$ cat src/sv/tcw_pkg.sv
package tcw_pkg;

    // Screen geometry
    localparam int COLUMNS    = 80;
    localparam int ROWS       = 25;
    localparam int CELL_COUNT = ROWS * COLUMNS;

    // Field widths (fixed by the port definition)
    localparam int KIND_W = 2;
    localparam int CHAR_W = 8;
    localparam int ATTR_W = 8;
    localparam int CELL_W = 11;

    // Internal widths
    localparam int ADDR_W = $clog2(CELL_COUNT);
    localparam int CUR_W  = $clog2(CELL_COUNT + 1);
    localparam int COL_W  = $clog2(COLUMNS);
    localparam int DATA_W = CHAR_W + ATTR_W;

    // Request kinds
    localparam logic [KIND_W-1:0] KIND_PUT       = 2'd0;
    localparam logic [KIND_W-1:0] KIND_BACKSPACE = 2'd1;
    localparam logic [KIND_W-1:0] KIND_READ      = 2'd2;

    localparam logic [CHAR_W-1:0] NEWLINE_CODE   = 8'd10;
    localparam logic [ATTR_W-1:0] BLANK_ATTR     = 8'd15;
    localparam logic [ATTR_W-1:0] ATTR_RESET     = 8'd15;

    typedef enum logic [2:0] {
        ST_CLEAR,
        ST_IDLE,
        ST_EXEC,
        ST_SCROLL,
        ST_BLANK,
        ST_RESP
    } tcw_state_t;

    typedef struct packed {
        logic accept;       // latch request, issue cell read
        logic exec;         // apply request to screen and cursor
        logic scroll_step;  // one row-move copy step
        logic fill_step;    // one fill write
        logic fill_mark;    // fill is the blank bottom row
        logic push;         // load result register
    } tcw_cmd_t;

    typedef struct packed {
        logic overflow;     // cursor ran past the last cell
        logic copy_end;     // row move finished
        logic fill_last;    // fill at last cell
        logic slot_free;    // result register can take a result
    } tcw_status_t;

endpackage

$ cat src/sv/tcw_ctrl.sv
module tcw_ctrl
    import tcw_pkg::*;
(
    input  logic        clk,
    input  logic        rst_n,
    input  logic        in_valid,
    output logic        in_ready,
    input  tcw_status_t status,
    output tcw_cmd_t    cmd
);

    tcw_state_t state_reg, state_next;

    always_comb
    begin
        state_next = state_reg;
        unique case (state_reg)
            ST_CLEAR:
            begin
                if (status.fill_last)
                begin
                    state_next = ST_IDLE;
                end
            end
            ST_IDLE:
            begin
                if (in_valid)
                begin
                    state_next = ST_EXEC;
                end
            end
            ST_EXEC:
            begin
                if (status.overflow)
                begin
                    state_next = ST_SCROLL;
                end
                else if (status.slot_free)
                begin
                    state_next = ST_IDLE;
                end
                else
                begin
                    state_next = ST_RESP;
                end
            end
            ST_SCROLL:
            begin
                if (status.copy_end)
                begin
                    state_next = ST_BLANK;
                end
            end
            ST_BLANK:
            begin
                if (status.fill_last)
                begin
                    state_next = ST_RESP;
                end
            end
            ST_RESP:
            begin
                if (status.slot_free)
                begin
                    state_next = ST_IDLE;
                end
            end
            default:
            begin
                state_next = ST_IDLE;
            end
        endcase
    end

    always_comb
    begin
        cmd      = '0;
        in_ready = 1'b0;
        unique case (state_reg)
            ST_CLEAR:
            begin
                cmd.fill_step = 1'b1;
            end
            ST_IDLE:
            begin
                in_ready   = 1'b1;
                cmd.accept = in_valid;
            end
            ST_EXEC:
            begin
                cmd.exec = 1'b1;
                cmd.push = !status.overflow && status.slot_free;
            end
            ST_SCROLL:
            begin
                cmd.scroll_step = 1'b1;
            end
            ST_BLANK:
            begin
                cmd.fill_step = 1'b1;
                cmd.fill_mark = 1'b1;
            end
            ST_RESP:
            begin
                cmd.push = status.slot_free;
            end
            default:
            begin
            end
        endcase
    end

    always_ff @(posedge clk or negedge rst_n)
    begin
        if (!rst_n)
        begin
            state_reg <= ST_CLEAR;
        end
        else
        begin
            state_reg <= state_next;
        end
    end

endmodule

$ cat config.mk
export PLATFORM = sky130hd
export DESIGN_NAME = tcw_ctrl
export DESIGN_NICKNAME = d
export VERILOG_FILES = /design/src/sv/tcw_pkg.sv /design/src/sv/tcw_ctrl.sv
export SDC_FILE = /design/constraint.sdc
export NUM_CORES = 1
export LEC_CHECK = 0
export BUFFER_PORTS_ARGS = -buffer_cell sky130_fd_sc_hd__buf_2
export CAP_MARGIN = 20
export CORE_AREA = 4 4 41 43
export DETAILED_ROUTE_END_ITERATION = 7
export DIE_AREA = 0 0 45 47
export PLACE_DENSITY = 0.45
export SYNTH_ARGS = -nofsm -noshare
export SYNTH_HDL_FRONTEND = slang
export SYNTH_SLANG_ARGS = --single-unit
$ cat constraint.sdc
create_clock -name clk -period 1.2 [get_ports clk]
set_input_delay 0.12 -clock clk [delete_from_list [all_inputs] [get_ports clk]]
set_output_delay 0.12 -clock clk [all_outputs]
set_load 0.01 [all_outputs]
=== Word level (Yosys, flattened, before mapping) ===
Cells that the tools add are included.

* Logic and storage cells: 31
* Input port bits: 7
* Register bits: 3

* Muxes and demuxes: 15
* Equality and inequality tests: 10
* Reductions and logical operators: 5

{| class="wikitable"
|+ Operators with widths
! cell !! number
|-
| $mux W3 || 7
|-
| $pmux W3 S6 || 1
|-
| $ne A2 B2 Y1 const B || 5
|-
| $eq A3 B2 Y1 const B || 2
|-
| $eq A3 B3 Y1 const B || 2
|-
| $mux W1 || 6
|-
| $reduce_and A5 Y1 || 1
|-
| $eq A3 B1 Y1 const B || 1
|-
| $logic_not A3 Y1 || 1
|-
| $pmux W1 S2 || 1
|-
| $reduce_or A2 Y1 || 1
|-
| $logic_and A1 B1 Y1 || 1
|-
| $logic_not A1 Y1 || 1
|}

=== Logic depth before layout (Yosys ltp) ===
* Depth in word-level cells: 3
* Mapped depth: 4
* Depth with buffers taken out: 3

=== Worst setup path after synthesis ===
Ideal clock, no wire load.

* Path type: reg2reg
* From: register state_reg[0]
* To: register state_reg[2]
* Buffers on the path: 1
* Data arrival time: 1.075 ns
* Setup slack: -0.009 ns
* Stages on the path, launching flop included: 5
* Cells stage by stage: dfrtp_1 > buf_6 > or3_4 > o31ai_2 > o31ai_2

* Longest elaborated chain between the ends: 3
* Elaborated cells on any way between the ends: 13

{| class="wikitable"
|+ RTL lines
! what !! line !! text
|-
| start, declared || tcw_ctrl.sv:12 || <nowiki>tcw_state_t state_reg, state_next;</nowiki>
|-
| start signal, assigned || tcw_ctrl.sv:121 || <nowiki>state_reg <= state_next;</nowiki>
|-
| $eq A3 B2 Y1, or another cell as far along || tcw_ctrl.sv:17 || <nowiki>unique case (state_reg)</nowiki>
|-
| $ne A2 B2 Y1 (no source line) || n/a ||
|-
| $reduce_and A5 Y1 (no source line) || n/a ||
|}

Several ways; a longest one is shown, not always the timed one.
A chain may end at the register's enable or synchronous reset.

==> results by group <==
STA
  • Relative slew slack: 0.824
  • Fin crit share: 1.12
  • Worst Max-Slew Pin Slew: roughly 0.26 ns
  • Clk_skew: about 0.0024 ns
  • Final min period: 1.34 ns
  • RSZ-0062 raised after global routing: true
  • Final hold viol count: 0
  • Fin. max-slew vios: 0
  • Final worst slack: -0.139 ns
  • Final setup vio count: 8
  • Highest clock rate: 747 MHz

Global routing
  • Initial antenna violation count: 0
  • Remaining Overflow, GRT: 0
  • Maximum number of pins on one net before global-route repair: 9
  • Vias in the first global route: 327
  • First-pass GRT wire length: around 1400 um
  • GRT Overall Usage: 0.0924

Worst setup path
  • Startpoint Class: register
  • Crit-path cells: and2b_2 > nand2_1 > a21boi_1 > buf_2
  • Worst path arrival time: ~1.2 ns
  • Delay of the slowest cell on the worst path: approximately 0.43 ns
  • Critical path class: register to output pin
  • CP max FO: 4
  • Crit path required time: 1.08 ns
  • Length in cells of the worst reg-to-reg path: 4
  • Reg2reg setup slack: -0.07 ns
  • R2r endpoint: state_reg[2]
  • Critical path's slowest cell: dfrtp_2
  • Critical path endpoint category: output pin
  • RR Startpoint: state_reg[2]

Layout
  • Fillcell total: 151
  • Final net count: 67
  • Multi-input gate area: 256 sq um
  • ANT cells: 0
  • Share of layout cells above drive strength 1: 0.678
  • Register area: 78.8 sq um
  • Max reg flops: 3
  • Finished Layout Cells: 74
  • Fin area: around 550 sq um
  • Final core utilization: 0.423
  • Synthesis-to-finish area growth: 76.0%

Placement
  • Placed cell count: 63
  • Placer Congestion: 0.737
  • Buffers on Ports: 13
  • HPWL after DPL: 592 um
  • Area after DPL: 402 sq um
  • Setup WS pre-CTS: -0.0179 ns

Logic synthesis
  • Count leader, synth: nor2_1
  • Synth Net Count: 41
  • Synth top area share: 0.240
  • Top post-synthesis cells by count: 4 x nor2_1, 3 x and2_1, 3 x buf_6, 3 x dfrtp_1, 3 x o31ai_2
  • Cell area after synthesis: 313 sq um
  • Synth Area per Inst: 9.20 sq um
  • Fraction of registers with async set/reset: 1.00
  • Synthesis-stage register bit count: 3
  • Number of synthesized flops with an enable pin: 0
  • Ys Warns: 0
  • Leading post-synthesis cells by cell area: dfrtp_1 24%, o31ai_2 12%, buf_6 11%
  • Gate Count Post-Synth: 34
  • Synth area leader: dfrtp_1
  • Register area share after synthesis: 0.240
  • Post-synth cell types: 19
  • Main flop type after synthesis: dfrtp_1

Clock network
  • Clock buffer depth: 2
  • Root Buffer: clkbuf_4
  • H-tree depth: 1
  • TritonCTS buffer count: 3
  • Clock slew at reported path FFs: 0.04 ns
  • CTS Sinks: 3
  • Clk_lat worst skew: between 0.2 and 0.25 ns
  • CTS tree: yes

Power and ir drop
  • Peak VDD IR: 1.09 mV
  • Power Density: 2520 mW/mm^2
  • Total power: 1.39 mW
  • Leakage power: 0.256 nW

Detailed routing
  • Post-route ant nets: 0
  • Drc violations: 0
  • Final wirelength: just under 900 um
  • Vias: about 340
  • Vias per cell: 4.64
  • Initial DRC count: 1
  • First-pass DRT Iterations: 2
  • Wire length per cell: 11.7 um

Die
  • Standard-cell rows: 13
  • Placeable Area: roughly 0.0013 sq mm
  • Ports: 14
  • Die Ht: 47 um
  • Initial Utilization: 0.240
  • Die area: 0.00212 sq mm
  • Die width: 45 um

Worst hold path
  • Worst Hold Class: input pin to asynchronous set/reset pin

Status
  • Failing checks: setup timing
  • Status: complete, but fails checks

Run
  • Max_cap viols: 0
==> through the flow <==
step           hold slack (ns)  setup TNS [ns]
3_5_place_dp           -0.0830         -0.0179
4_1_cts                  0.199          -0.770
3_3_place_gp           -0.0827         -0.0330
2_1_floorplan           -0.176        -0.00165
6_report                 0.206          -0.614
5_1_grt                  0.215           -1.14
==> cell usage in the layout (no fill, tap or decap) <==
master,n
buf_4,8
nand2b_4,1
o31ai_4,1
clkbuf_4,3
nor2_1,2
nand2_1,2
o21a_1,1
nor2_2,1
nor4bb_2,1
or3_4,1
clkbuf_1,1
buf_2,11
a21boi_1,2
and2_1,3
nand3b_1,2
o31ai_1,1
dlygate4sd3_1,1
and2b_2,1
nor4bb_4,1
buf_6,4
nor2b_1,1
nor2_4,2
mux2i_1,1
dfrtp_2,3
o31ai_2,2
or2_1,1
o21ai_0,1
==> cell families (layout without fill, tap and decap cells) <==
kind of cell    after synthesis  count (layout)  share of synthesized area
buf+inv                       3              28                      0.108
compound gates                8               8                      0.232
flops                         3               3                      0.240
mux                           1               1                     0.0320
simple gates                 19              19                      0.388
==> metal layers <==
metal | track usage | vias to the layer above | wire length (um)
met1 | 0.114 | 161 | 394
li1 | - | 169 | -
met2 | 0.138 | 13 | 411
met4 | 0.0526 | 0 | 0
met5 | 0 | - | 0
met3 | 0.0345 | 0 | 62
==> worst max-delay path: cells and delay by family, from the launching register on <==
| family | cells | cell delay [ns] |
|---|---|---|
| compound gates | 1 | 0.11 |
| simple gates | 2 | 0.31 |
| buf+inv | 1 | 0.14 |
| flops | 1 | 0.43 |
==> power breakdown <==
group	leakage [nW]	switching, mW	internal [mW]	total (mW)
Combinational	0.208	0.428	0.565	0.994
Clock	0.0150	0.0573	0.125	0.182
Sequential	0.0331	0.0565	0.155	0.211
Total	0.256	0.542	0.845	1.39
==> area by class of cell <==
type,count,area share
Sequential cell,3,0.143
Multi-Input combinational cell,28,0.466
Clock buffer,4,0.0477
Timing Repair Buffer,24,0.309
Tap cell,15,0.0341
==> worst max-delay path by stage <==
stage                    to    startpoint
3_5_place_dp   state_reg[2]  state_reg[0]
3_3_place_gp   state_reg[2]  state_reg[0]
4_1_cts              cmd[0]  state_reg[2]
6_report             cmd[0]  state_reg[2]
2_1_floorplan        cmd[5]  state_reg[1]
5_1_grt              cmd[0]  state_reg[2]
==> repair_timing <==
action,CTS,global route
pin swaps,5,0
hold buffers,1,0
endpoints found under the hold margin,3,0
buffers inserted,2,4
resized for setup,5,10
endpoints found under the setup margin,7,10
Power figures use the tool's default switching activity.
